--- config.mk ---
export PLATFORM = sky130hd
export DESIGN_NAME = volume_knob_taper_mute_unit
export DESIGN_NICKNAME = d
export VERILOG_FILES = /design/src/design/vktm_pkg.sv /design/src/design/vktm_div.sv /design/src/design/vktm_taper.sv /design/src/design/volume_knob_taper_mute_unit.sv
export SDC_FILE = /design/constraint.sdc
export NUM_CORES = 1
export LEC_CHECK = 0
export BUFFER_PORTS_ARGS = -buffer_cell sky130_fd_sc_hd__clkbuf_2
export CAP_MARGIN = 15
export CORE_ASPECT_RATIO = 1.25
export CORE_MARGIN = 2
export CORE_UTILIZATION = 70
export DETAILED_ROUTE_END_ITERATION = 7
export GPL_TIMING_DRIVEN = 0
export PLACE_DENSITY = 0.88
export SYNTH_ARGS = -nofsm -noshare
export SYNTH_HDL_FRONTEND = slang
export SYNTH_SLANG_ARGS = --single-unit
--- constraint.sdc ---
create_clock -name i_clk -period 18.3 [get_ports i_clk]
set_clock_uncertainty 0.05 [all_clocks]
set_input_delay 1.83 -clock i_clk [delete_from_list [all_inputs] [get_ports i_clk]]
set_output_delay 1.83 -clock i_clk [all_outputs]
set_load 0.005 [all_outputs]
--- src/design/vktm_pkg.sv ---
// shared types, constants and state encodings for the volume knob taper and mute block
// no dependencies
package vktm_pkg;

    localparam int unsigned LEVEL_W = 12;
    localparam int unsigned GAIN_W  = 9;
    localparam int unsigned PROD_W  = 24;
    localparam int unsigned QUOT_W  = 12;
    localparam int unsigned CFG_IDX_W = 2;
    localparam int unsigned RECIP_W     = 25;
    localparam int unsigned RECIP_SHIFT = 36;

    localparam logic [LEVEL_W-1:0] C_LEVEL_MAX  = 12'd4095;
    localparam logic [LEVEL_W-1:0] C_TAPER_LOW  = 12'd700;
    localparam logic [LEVEL_W-1:0] C_TAPER_HIGH = 12'd4000;
    localparam logic [LEVEL_W-1:0] C_TAPER_SPAN = 12'd3300;
    localparam logic [LEVEL_W-1:0] C_GAIN_FULL  = 12'd256;
    localparam logic [10:0]        C_GAIN_ROUND = 11'd2000;

    // ceil(2^36 / divisor), exact for dividends below 2^24
    localparam logic [RECIP_W-1:0] C_RECIP_SPAN = 25'd20824084;
    localparam logic [RECIP_W-1:0] C_RECIP_HIGH = 25'd17179870;

    localparam logic [LEVEL_W-1:0] C_ENTER_RST = 12'd650;
    localparam logic [LEVEL_W-1:0] C_EXIT_RST  = 12'd850;

    localparam logic [CFG_IDX_W-1:0] CFG_AUDIO_READY = 2'd0;
    localparam logic [CFG_IDX_W-1:0] CFG_MUTE_ENTER  = 2'd1;
    localparam logic [CFG_IDX_W-1:0] CFG_MUTE_EXIT   = 2'd2;

    localparam logic [1:0] STEP_RESCALE = 2'd0;
    localparam logic [1:0] STEP_SQUARE  = 2'd1;
    localparam logic [1:0] STEP_CUBE    = 2'd2;
    localparam logic [1:0] STEP_SCALE   = 2'd3;

    typedef struct packed {
        logic                start;
        logic [PROD_W-1:0]   dividend;
        logic [LEVEL_W-1:0]  divisor;
    } t_div_req;

    typedef enum logic [2:0] {
        TP_IDLE,
        TP_MUL,
        TP_DIV,
        TP_WAIT,
        TP_DONE
    } t_taper_state;

    typedef enum logic [1:0] {
        ST_IDLE,
        ST_RUN,
        ST_HOLD
    } t_top_state;

endpackage

--- src/design/vktm_div.sv ---
// shared divider by the taper constants 3300 and 4000: reciprocal multiply, registered quotient
// depends on vktm_pkg
module vktm_div
    import vktm_pkg::*;
(
    input  logic               i_clk,
    input  logic               i_rst_n,
    input  t_div_req           i_req,
    output logic               o_done,
    output logic [QUOT_W-1:0]  o_quot
);

    logic [QUOT_W-1:0]          r_quot;
    logic                       r_done;

    logic [RECIP_W-1:0]         w_recip;
    logic [PROD_W+RECIP_W-1:0]  w_prod;

    assign w_recip = (i_req.divisor == C_TAPER_SPAN) ? C_RECIP_SPAN : C_RECIP_HIGH;
    assign w_prod  = {{RECIP_W{1'b0}}, i_req.dividend} * {{PROD_W{1'b0}}, w_recip};

    always_ff @(posedge i_clk) begin
        if (!i_rst_n) begin
            r_done <= 1'b0;
        end else begin
            r_done <= i_req.start;
        end
    end

    always_ff @(posedge i_clk) begin
        if (i_req.start) begin
            r_quot <= w_prod[RECIP_SHIFT+QUOT_W-1:RECIP_SHIFT];
        end
    end

    assign o_done = r_done;
    assign o_quot = r_quot;

endmodule

--- src/design/vktm_taper.sv ---
// cubic taper sequencer: one registered multiplier and the shared divider, four passes
// depends on vktm_pkg and vktm_div
module vktm_taper
    import vktm_pkg::*;
(
    input  logic                i_clk,
    input  logic                i_rst_n,
    input  logic                i_start,
    input  logic [LEVEL_W-1:0]  i_level,
    output logic                o_done,
    output logic [GAIN_W-1:0]   o_gain
);

    t_taper_state        r_state;
    t_taper_state        n_state;
    logic [1:0]          r_step;
    logic [LEVEL_W-1:0]  r_opa;
    logic [LEVEL_W-1:0]  r_opb;
    logic [10:0]         r_add;
    logic [PROD_W-1:0]   r_prod;
    logic [GAIN_W-1:0]   r_gain;

    t_div_req            w_req;
    logic                w_div_done;
    logic [QUOT_W-1:0]   w_quot;
    logic                w_low;
    logic                w_high;

    assign w_low  = (i_level <= C_TAPER_LOW);
    assign w_high = (i_level >= C_TAPER_HIGH);

    vktm_div u_div (
        .i_clk   (i_clk),
        .i_rst_n (i_rst_n),
        .i_req   (w_req),
        .o_done  (w_div_done),
        .o_quot  (w_quot)
    );

    always_comb begin
        n_state = r_state;
        case (r_state)
            TP_IDLE: begin
                if (i_start) begin
                    n_state = (w_low || w_high) ? TP_DONE : TP_MUL;
                end
            end
            TP_MUL:  n_state = TP_DIV;
            TP_DIV:  n_state = TP_WAIT;
            TP_WAIT: begin
                if (w_div_done) begin
                    n_state = (r_step == STEP_SCALE) ? TP_DONE : TP_MUL;
                end
            end
            TP_DONE: n_state = TP_IDLE;
            default: n_state = TP_IDLE;
        endcase
    end

    always_comb begin
        w_req.start    = (r_state == TP_DIV);
        w_req.dividend = r_prod;
        w_req.divisor  = (r_step == STEP_RESCALE) ? C_TAPER_SPAN : C_TAPER_HIGH;
        o_done         = (r_state == TP_DONE);
    end

    always_ff @(posedge i_clk) begin
        if (!i_rst_n) begin
            r_state <= TP_IDLE;
            r_step  <= STEP_RESCALE;
        end else begin
            r_state <= n_state;
            if (r_state == TP_IDLE) begin
                r_step <= STEP_RESCALE;
            end else if (r_state == TP_WAIT && w_div_done) begin
                r_step <= r_step + 2'd1;
            end
        end
    end

    always_ff @(posedge i_clk) begin
        case (r_state)
            TP_IDLE: begin
                if (i_start) begin
                    r_opa  <= i_level - C_TAPER_LOW;
                    r_opb  <= C_TAPER_HIGH;
                    r_add  <= '0;
                    r_gain <= w_high ? C_GAIN_FULL[GAIN_W-1:0] : '0;
                end
            end
            TP_MUL: begin
                r_prod <= r_opa * r_opb + {13'd0, r_add};
            end
            TP_WAIT: begin
                if (w_div_done) begin
                    case (r_step)
                        STEP_RESCALE: begin
                            r_opa <= w_quot;
                            r_opb <= w_quot;
                        end
                        STEP_SQUARE: begin
                            // r_opb still holds the rescaled level
                            r_opa <= w_quot;
                        end
                        STEP_CUBE: begin
                            r_opa <= w_quot;
                            r_opb <= C_GAIN_FULL;
                            r_add <= C_GAIN_ROUND;
                        end
                        STEP_SCALE: begin
                            r_gain <= w_quot[GAIN_W-1:0];
                        end
                        default: begin
                            r_gain <= '0;
                        end
                    endcase
                end
            end
            default: begin
            end
        endcase
    end

    assign o_gain = r_gain;

endmodule

--- src/design/volume_knob_taper_mute_unit.sv ---
// volume knob taper and mute: top level with stream ports, smoother, mute hysteresis,
// output register; depends on vktm_pkg and vktm_taper
//
// one knob reading per request; a reading whose smoothed level lies strictly between
// 700 and 4000 runs four taper passes (rescale, square, cube, gain scale), each made of
// a multiply, a divide by 3300 or 4000 in the shared reciprocal unit and the quotient
// handoff. o_s_axis_tready rises as its result is loaded, so a new reading is accepted only
// once the last one is through; a level at either end of the taper skips the passes and
// goes straight to the done state. o_s_axis_tready is low while a reading is in flight
// and while a finished result waits behind a full output register, so o_m_axis
// backpressure also holds off new readings. mute follows the raw reading and is forced
// high when audio_ready is 0.
module volume_knob_taper_mute_unit
    import vktm_pkg::*;
(
    input  logic                  i_clk,
    input  logic                  i_rst_n,
    input  logic                  i_s_axis_tvalid,
    output logic                  o_s_axis_tready,
    input  logic [15:0]           i_s_axis_tdata,   // adc_code[11:0], zero pad
    output logic                  o_m_axis_tvalid,
    input  logic                  i_m_axis_tready,
    output logic [15:0]           o_m_axis_tdata,   // gain[8:0], muted[9], zero pad
    input  logic                  i_cfg_we,
    input  logic [CFG_IDX_W-1:0]  i_cfg_idx,
    input  logic [LEVEL_W-1:0]    i_cfg_wdata
);

    t_top_state          r_state;
    t_top_state          n_state;

    logic                r_audio_ready;
    logic [LEVEL_W-1:0]  r_enter;
    logic [LEVEL_W-1:0]  r_exit;

    logic [LEVEL_W-1:0]  r_smooth;
    logic                r_primed;
    logic                r_flag;
    logic                r_muted_pend;

    logic                r_out_valid;
    logic [GAIN_W-1:0]   r_out_gain;
    logic                r_out_muted;

    logic                w_accept;
    logic                w_out_free;
    logic                w_load;
    logic [LEVEL_W-1:0]  w_raw;
    logic [13:0]         w_sum;
    logic [LEVEL_W-1:0]  n_smooth;
    logic                n_flag;
    logic                w_muted;
    logic                w_taper_done;
    logic [GAIN_W-1:0]   w_gain;

    assign w_raw      = C_LEVEL_MAX - i_s_axis_tdata[LEVEL_W-1:0];
    assign w_out_free = !r_out_valid || i_m_axis_tready;
    assign w_accept   = i_s_axis_tvalid && o_s_axis_tready;

    always_comb begin
        w_sum    = {r_smooth, 1'b0} + {2'b00, r_smooth} + {2'b00, w_raw} + 14'd2;
        n_smooth = r_primed ? w_sum[13:2] : w_raw;
        n_flag   = r_flag;
        if (!r_flag && (w_raw <= r_enter)) begin
            n_flag = 1'b1;
        end else if (r_flag && (w_raw >= r_exit)) begin
            n_flag = 1'b0;
        end
        w_muted  = r_audio_ready ? n_flag : 1'b1;
    end

    vktm_taper u_taper (
        .i_clk   (i_clk),
        .i_rst_n (i_rst_n),
        .i_start (w_accept),
        .i_level (n_smooth),
        .o_done  (w_taper_done),
        .o_gain  (w_gain)
    );

    always_comb begin
        n_state = r_state;
        case (r_state)
            ST_IDLE: begin
                if (w_accept) begin
                    n_state = ST_RUN;
                end
            end
            ST_RUN: begin
                if (w_taper_done) begin
                    n_state = w_out_free ? ST_IDLE : ST_HOLD;
                end
            end
            ST_HOLD: begin
                if (w_out_free) begin
                    n_state = ST_IDLE;
                end
            end
            default: n_state = ST_IDLE;
        endcase
    end

    always_comb begin
        o_s_axis_tready = (r_state == ST_IDLE);
        w_load = ((r_state == ST_RUN) && w_taper_done && w_out_free)
              || ((r_state == ST_HOLD) && w_out_free);
    end

    always_ff @(posedge i_clk) begin
        if (!i_rst_n) begin
            r_state       <= ST_IDLE;
            r_audio_ready <= 1'b0;
            r_enter       <= C_ENTER_RST;
            r_exit        <= C_EXIT_RST;
            r_smooth      <= '0;
            r_primed      <= 1'b0;
            r_flag        <= 1'b0;
            r_out_valid   <= 1'b0;
        end else begin
            r_state <= n_state;
            if (i_cfg_we) begin
                case (i_cfg_idx)
                    CFG_AUDIO_READY: r_audio_ready <= i_cfg_wdata[0];
                    CFG_MUTE_ENTER:  r_enter       <= i_cfg_wdata;
                    CFG_MUTE_EXIT:   r_exit        <= i_cfg_wdata;
                    default: begin
                    end
                endcase
            end
            if (w_accept) begin
                r_smooth <= n_smooth;
                r_primed <= 1'b1;
                if (r_audio_ready) begin
                    r_flag <= n_flag;
                end
            end
            if (w_load) begin
                r_out_valid <= 1'b1;
            end else if (i_m_axis_tready) begin
                r_out_valid <= 1'b0;
            end
        end
    end

    always_ff @(posedge i_clk) begin
        if (w_accept) begin
            r_muted_pend <= w_muted;
        end
        if (w_load) begin
            r_out_gain  <= w_gain;
            r_out_muted <= r_muted_pend;
        end
    end

    assign o_m_axis_tvalid = r_out_valid;
    assign o_m_axis_tdata  = {6'd0, r_out_muted, r_out_gain};

endmodule

# After elaboration in Yosys (flattened, before gate mapping)
# Cells that the tools add are included.
dict set report word_totals {
  regBits 139
  inputBits 35
  elab_cells 119
}
dict set report op_classes {
  add_sub_neg 7
  n_mul 2
  order_cmp 4
  eq_ne 21
  n_mux 34
  bitwise 1
  n_reduce_logical 30
}
# cell n
set op_table {}
lappend op_table {{2-to-1 mux 12 bit} 6}
lappend op_table {{one-hot mux 12 bit (2 select lines)} 3}
lappend op_table {{multiplier 24 x 25 -> 48 bit} 1}
lappend op_table {{2-to-1 mux 9 bit} 4}
lappend op_table {{2-to-1 mux 11 bit} 3}
lappend op_table {{adder 24 x 11 -> 24 bit} 1}
lappend op_table {{multiplier 12 x 12 -> 24 bit} 1}
lappend op_table {{2-to-1 mux 22 bit} 1}
lappend op_table {{one-hot mux 11 bit (2 select lines)} 1}
lappend op_table {{one-hot mux 9 bit (2 select lines)} 1}
lappend op_table {{AND reduction 4 bit} 4}
lappend op_table {{adder 13 x 12 -> 14 bit} 1}
lappend op_table {{adder 14 x 12 -> 14 bit} 1}
lappend op_table {{adder 14 x 2 -> 14 bit (second input constant)} 1}
lappend op_table {{equality test 12 bit (second input constant)} 1}
lappend op_table {{>= comparator 12 bit} 1}
lappend op_table {{>= comparator 12 bit (second input constant)} 1}
lappend op_table {{<= comparator 12 x 10 -> 1 bit (second input constant)} 1}
lappend op_table {{<= comparator 12 bit} 1}
lappend op_table {{2-to-1 mux 3 bit} 4}
lappend op_table {{one-hot mux 3 bit (4 select lines)} 1}
lappend op_table {{subtractor 12 x 10 -> 12 bit (second input constant)} 1}
lappend op_table {{subtractor 12 bit (first input constant)} 1}
lappend op_table {{2-to-1 mux 10 bit} 1}
lappend op_table {{23 further kinds} 57}

# Longest topological paths before layout
dict set report logic_depth {
  ltp_word 9
  ltp_mapped 30
  mapped_depth_nobuf 28
}

# Modules after synthesis
# A second synthesis with hierarchy kept.
dict set report hier_totals {
  hier_cells 2540
  hier_area_um2 23835.4
}
# module n_inst cells_per_inst area_per_inst_um2
set modules_own_cells {}
lappend modules_own_cells {vktm_div 1 1313 12688.4}
lappend modules_own_cells {vktm_taper 1 799 7583.5}
lappend modules_own_cells {volume_knob_taper_mute_unit 1 428 3563.4}

# Worst setup path after synthesis
# No wires, ideal clock.
dict set report synth_path {
  path_type {register to register}
  startpoint {register u_taper.r_step[0]}
  endpoint {register u_taper.u_div.r_quot[7] (netlist: u_taper.u_div.o_quot[7]), data pin}
  setup_time_ns 0.262
  arrival_ns 7.257
  path_slack_ns 10.730
  path_stages_with_launch 28
  path_buffers 3
  synth_period_minus_slack_ns 7.570
  cell_sequence {dfxtp_1 inv_1 ha_1 clkbuf_1 clkbuf_1 clkbuf_1 nand2_1 fa_1 inv_1 fa_1 inv_1 fa_1 inv_1 fa_1 fa_1 fa_1 inv_1 fa_1 inv_1 ha_1 a21oi_1 nor2_1 a2111oi_2 a31oi_1 or3_1 a221oi_1 o21bai_1 xor2_1}
}
dict set report synth_between {
  elab_chain_len 5
}
# element line_no
set synth_lines {}
lappend synth_lines {{start, declared} vktm_taper.sv:16} ;# logic [1:0] r_step;
lappend synth_lines {{start signal, assigned} vktm_taper.sv:76} ;# r_step <= r_step + 2'd1;
lappend synth_lines {{zero test 2 bit} vktm_taper.sv:63} ;# w_req.divisor = (r_step == STEP_RESCALE) ? C_TAPER_SPAN : C_TAPER_HIGH;
lappend synth_lines {{2-to-1 mux 10 bit} vktm_taper.sv:63}
lappend synth_lines {{equality test 12 bit} vktm_div.sv:19} ;# assign w_recip = (i_req.divisor == C_TAPER_SPAN) ? C_RECIP_SPAN : C_RECIP_HIGH;
lappend synth_lines {{2-to-1 mux 22 bit} vktm_div.sv:19}
lappend synth_lines {{multiplier 24 x 25 -> 48 bit} vktm_div.sv:20} ;# assign w_prod = {{RECIP_W{1'b0}}, i_req.dividend} * {{PROD_W{1'b0}}, w_recip};
lappend synth_lines {{named net u_taper.u_div.w_prod[43]} vktm_div.sv:17} ;# logic [PROD_W+RECIP_W-1:0] w_prod;
lappend synth_lines {{end signal, assigned} vktm_div.sv:32} ;# r_quot <= w_prod[RECIP_SHIFT+QUOT_W-1:RECIP_SHIFT];
lappend synth_lines {{end, declared} vktm_div.sv:13} ;# logic [QUOT_W-1:0] r_quot;
# The timed path passes the listed nets, and every way through them passes these cells.
# A chain may end at the register's enable or synchronous reset.

# Worst setup path after layout
dict set report layout_path {
  startpoint {register u_taper.r_step[0]}
  endpoint {register u_taper.u_div.r_quot[10] (netlist: u_taper.u_div.o_quot[10]), data pin}
}
# The elaborated chain is that of the path after synthesis.

==> key figures <==
Synth
  • Area share of the largest cell type after synthesis: 33.9%
  • Post-Synth Simple-Gate Area: 10.3%
  • Predominant post-synthesis flop cell: sky130_fd_sc_hd__edfxtp_1
  • Cell with the most instances after synthesis: sky130_fd_sc_hd__inv_1
  • Leading cell types by total area after synthesis: sky130_fd_sc_hd__fa_1 34%, sky130_fd_sc_hd__ha_1 20%, sky130_fd_sc_hd__inv_1 11%
  • Synth Area in Compound Gates: 6.57%
  • Post-Synth Adder-Cell Area: 54.0%
  • Number of synthesized flops with an enable pin: 81
  • Yosys warnings: 0
  • Flip-flop and latch count after synthesis: 129
  • Post-synthesis mux area share: 0.344%
  • Dominant combinational cell family by area after synthesis: adder cells
  • Largest area contributor in the synthesized netlist: sky130_fd_sc_hd__fa_1
  • Area share of xor/xnor cells in the synthesized design: 1.88%
  • Proportion of register bits with asynchronous set or reset after synthesis: 0%
  • Count of cell types in the netlist: 74
  • Netlist Area Pre-Place: 23,300 um2
  • Synth Area per Inst: 9.60 um2
  • Sequential area share after synthesis: 14.6%
  • Most used standard cells in the synthesized netlist: 679 x sky130_fd_sc_hd__inv_1, 395 x sky130_fd_sc_hd__fa_1, 374 x sky130_fd_sc_hd__ha_1
  • Cell count after synthesis: 2,427

STA
  • Normalized max-slew margin: 24.7%
  • Final worst-path cycle share: 54.3%
  • Setup TNS: 0 ns
  • Total of endpoints with negative setup slack in the final report: 0
  • Highest clock rate: 0.101 GHz
  • Pin slew with the least headroom to its limit: 1.12 ns
  • Hold Vio Cnt, Final: 0
  • Count of final max-slew check failures: 0
  • Setup repair after global routing missed its margin: false
  • Final period demand of the worst path: 9.93 ns

Global routing
  • First-pass GRT wire length: 93,300 um
  • GR Util All Layers: 34.4%
  • Aggregate global routing overflow: 0
  • Initial antenna violation count: 0
  • Pin count of the biggest net entering global routing: 17
  • Via count of the first global-routing pass: 19.3k

Worst setup path
  • Category of cells accounting for the largest share of critical-path delay: adder cells
  • Critical Path Sink Type: flop
  • Launching point of the worst reg2reg path: u_taper.r_step[0]
  • Category of the worst setup path launch point: flop
  • Worst Setup Path Type: reg2reg
  • Max stage delay cell, worst path: sky130_fd_sc_hd__a2111oi_2
  • Largest driver fanout on the critical path: 10
  • Number of buffer and inverter stages on the critical path: 8
  • Critical path data required time: 18.42 ns
  • Count of cells along the worst register-to-register path: 27
  • Arrival time of data at the critical path endpoint: 10.06 ns
  • Most frequent cell on the critical path: sky130_fd_sc_hd__fa_1
  • Worst setup path start: u_taper.r_step[0]
  • Highest cell delay on the worst timing path: 0.64 ns
  • Path length in cells of the critical path: 27

Clock tree
  • # Post-CTS Setup Buffers: 0
  • Cell at the root of the clock tree: sky130_fd_sc_hd__clkbuf_16
  • Buffers from clock root to sink, at most: 2
  • Level count of the clock H-tree: 4
  • Clock latency of the later-clocked register in the worst-skew pair: 0.44 ns
  • Number of cells upsized or downsized after cts: 0
  • Inserted Clock Buffers: 17
  • Clock Pin Slew Worst Setup and Hold Paths: 0.06 ns
  • CTS sink count: 129
  • Hold-fix buffer count after cts: 0
  • CTS tree: yes

Placement
  • Post-detailed-placement half-perimeter wirelength: 48,400 um
  • # port buffers: 42
  • Final estimated routing congestion in global placement: 0.972

Floorplan
  • I/O pin count: 53
  • Standard cell core area: 32,800 um2
  • Num rows: 74
  • Total die area: 34,800 um2
  • Die W: 167 um
  • Die Y: 208 um
  • Starting density of the core: 71.1%

Detailed routing
  • Number of nets with antenna violations after detailed routing: 0
  • Total wire length: 56,500 um
  • Via/cell ratio: 5.80
  • Wire length per cell: 19.3 um
  • Number of detailed-route iterations in the first pass: 7
  • Via count: 17.0k
  • Violation count after the first detailed-routing iteration: 1,338
  • Residual DRC count: 0

Cells and area
  • Synth-to-layout area growth: 6.15%
  • Area used by sequential logic in the layout: 3390 um2
  • Diode count: 0
  • Area of the multi-input gates: 17,100 um2
  • Final Net Count: 3,307
  • Fraction of final layout cells sized beyond drive strength 1: 5.05%
  • Fill cell total of the finished layout: 2,085

Run status
  • Status: finished clean

Hold path
  • Launch point of the worst hold path: u_taper.o_gain[2]
  • Hold path depth: 0
  • Min-Delay Path Class: reg2reg

Flow run
  • Max-Cap Viols: 0
## per-stage QoR
step	utilization (%)	worst slack (ns)	hold slack, ns	cell area (um2)	std cells
finish	75.5	8.37	0.375	24700	2934
global route	75.5	8.18	0.388	24700	2934
CTS	75.5	8.68	0.374	24700	2934
detailed placement	73.6	8.77	0.360	24100	2902
global placement	73.4	8.90	0.372	24100	2898
floorplan	-	10.73	0.350	23300	2438
## path summary, 6_finish.rpt
check	to	slack [ns]
worst min register to register	r_out_gain[2]	0.38
worst max register to register	u_taper.u_div.o_quot[10]	8.37
worst max-delay path	u_taper.u_div.o_quot[10]	8.37
worst min-delay path	r_out_gain[2]	0.38
## area by class of cell
cell class | count | area share, %
inverters | 680 | 10.3
clock buffers | 21 | 2.03
multi-input cells | 1562 | 69.2
flip-flops and latches | 129 | 13.7
clock inverters | 11 | 0.440
well taps | 418 | 2.11
plain buffers | 67 | 1.21
repair buffers | 46 | 1.00
## state kept, by name, indices dropped and copies added (netlist names), 2 cells and up
signal and cells:
r_smooth 12, u_taper.u_div.o_quot 12, r_enter 12, r_exit 12, r_state 2, u_taper.r_prod 24
r_out_gain 9, u_taper.o_gain 9, u_taper.r_step 2, u_taper.r_opa 12, u_taper.r_opb 12, u_taper.r_state 3
## cell usage in the layout, fill, tap and decap left out, types with 4 or more instances in the layout
| cell | n |
|---|---|
| sky130_fd_sc_hd__o21ai_0 | 40 |
| sky130_fd_sc_hd__ha_1 | 374 |
| sky130_fd_sc_hd__dfxtp_1 | 48 |
| sky130_fd_sc_hd__o21ai_1 | 5 |
| sky130_fd_sc_hd__fa_1 | 395 |
| sky130_fd_sc_hd__o21bai_1 | 4 |
| sky130_fd_sc_hd__buf_4 | 12 |
| sky130_fd_sc_hd__nand3b_1 | 5 |
| sky130_fd_sc_hd__buf_1 | 4 |
| sky130_fd_sc_hd__xor2_1 | 15 |
| sky130_fd_sc_hd__nand3_1 | 14 |
| sky130_fd_sc_hd__clkbuf_1 | 52 |
| sky130_fd_sc_hd__a211oi_1 | 19 |
| sky130_fd_sc_hd__nand2_1 | 212 |
| sky130_fd_sc_hd__nor2b_1 | 16 |
| sky130_fd_sc_hd__clkbuf_16 | 19 |
| sky130_fd_sc_hd__o21a_1 | 13 |
| sky130_fd_sc_hd__xnor2_1 | 35 |
| sky130_fd_sc_hd__or3_1 | 9 |
| sky130_fd_sc_hd__inv_6 | 6 |
| sky130_fd_sc_hd__o31ai_1 | 9 |
| sky130_fd_sc_hd__nor2_1 | 85 |
| sky130_fd_sc_hd__and2_1 | 72 |
| sky130_fd_sc_hd__conb_1 | 13 |
| sky130_fd_sc_hd__a31oi_1 | 7 |
| sky130_fd_sc_hd__a21o_1 | 14 |
| sky130_fd_sc_hd__inv_1 | 679 |
| sky130_fd_sc_hd__nand2b_1 | 30 |
| sky130_fd_sc_hd__a21oi_1 | 54 |
| sky130_fd_sc_hd__nor3_1 | 22 |
| sky130_fd_sc_hd__clkbuf_2 | 42 |
| sky130_fd_sc_hd__o211ai_1 | 14 |
| sky130_fd_sc_hd__nand4_1 | 7 |
| sky130_fd_sc_hd__edfxtp_1 | 81 |
| sky130_fd_sc_hd__mux2i_1 | 8 |
| sky130_fd_sc_hd__or2_2 | 11 |
## worst reg2reg max path, stage by stage, from the launching register on
cell and delay [ns]:
sky130_fd_sc_hd__dfxtp_1 0.33, sky130_fd_sc_hd__inv_1 0.11, sky130_fd_sc_hd__ha_1 0.52, sky130_fd_sc_hd__clkbuf_1 0.55
sky130_fd_sc_hd__clkbuf_1 0.60, sky130_fd_sc_hd__clkbuf_1 0.59, sky130_fd_sc_hd__nand2_1 0.31, sky130_fd_sc_hd__fa_1 0.58
sky130_fd_sc_hd__inv_1 0.09, sky130_fd_sc_hd__fa_1 0.50, sky130_fd_sc_hd__inv_1 0.06, sky130_fd_sc_hd__fa_1 0.49
sky130_fd_sc_hd__fa_1 0.57, sky130_fd_sc_hd__fa_1 0.43, sky130_fd_sc_hd__fa_1 0.49, sky130_fd_sc_hd__inv_1 0.05
sky130_fd_sc_hd__fa_1 0.47, sky130_fd_sc_hd__inv_1 0.05, sky130_fd_sc_hd__ha_1 0.27, sky130_fd_sc_hd__nand4_1 0.13
sky130_fd_sc_hd__nor2_1 0.42, sky130_fd_sc_hd__o211ai_1 0.30, sky130_fd_sc_hd__a2111oi_2 0.64, sky130_fd_sc_hd__o311ai_2 0.27
sky130_fd_sc_hd__mux2i_1 0.18, sky130_fd_sc_hd__o31ai_1 0.32, sky130_fd_sc_hd__a21oi_1 0.15, sky130_fd_sc_hd__xnor2_1 0.17
## layer usage
| metal | share of wire (%) | vias to the layer above | GRT usage [%] |
|---|---|---|---|
| met5 | 0 | - | 0 |
| met4 | 7.4 | 0 | 22.5 |
| met3 | 6.0 | 302 | 5.08 |
| met2 | 52 | 747 | 63.1 |
| met1 | 34 | 8372 | 36.7 |
| li1 | - | 7589 | - |
## kinds of logic (layout without fill, tap and decap cells)
| kind of cell | Yosys count | in the layout |
|---|---|---|
| adders and majority gates | 769 | 769 |
| buffers and inverters | 747 | 825 |
| and+or+nand+nor | 506 | 506 |
| AOI/OAI and AO/OA | 216 | 216 |
| DFF | 129 | 129 |
| xor gates and xnor gates | 50 | 50 |
| muxes | 8 | 8 |
| other | 2 | 13 |
Power is left out: the tool's default activity adds up to more than one toggle a clock period on the data nets, which glitch-free logic cannot reach.
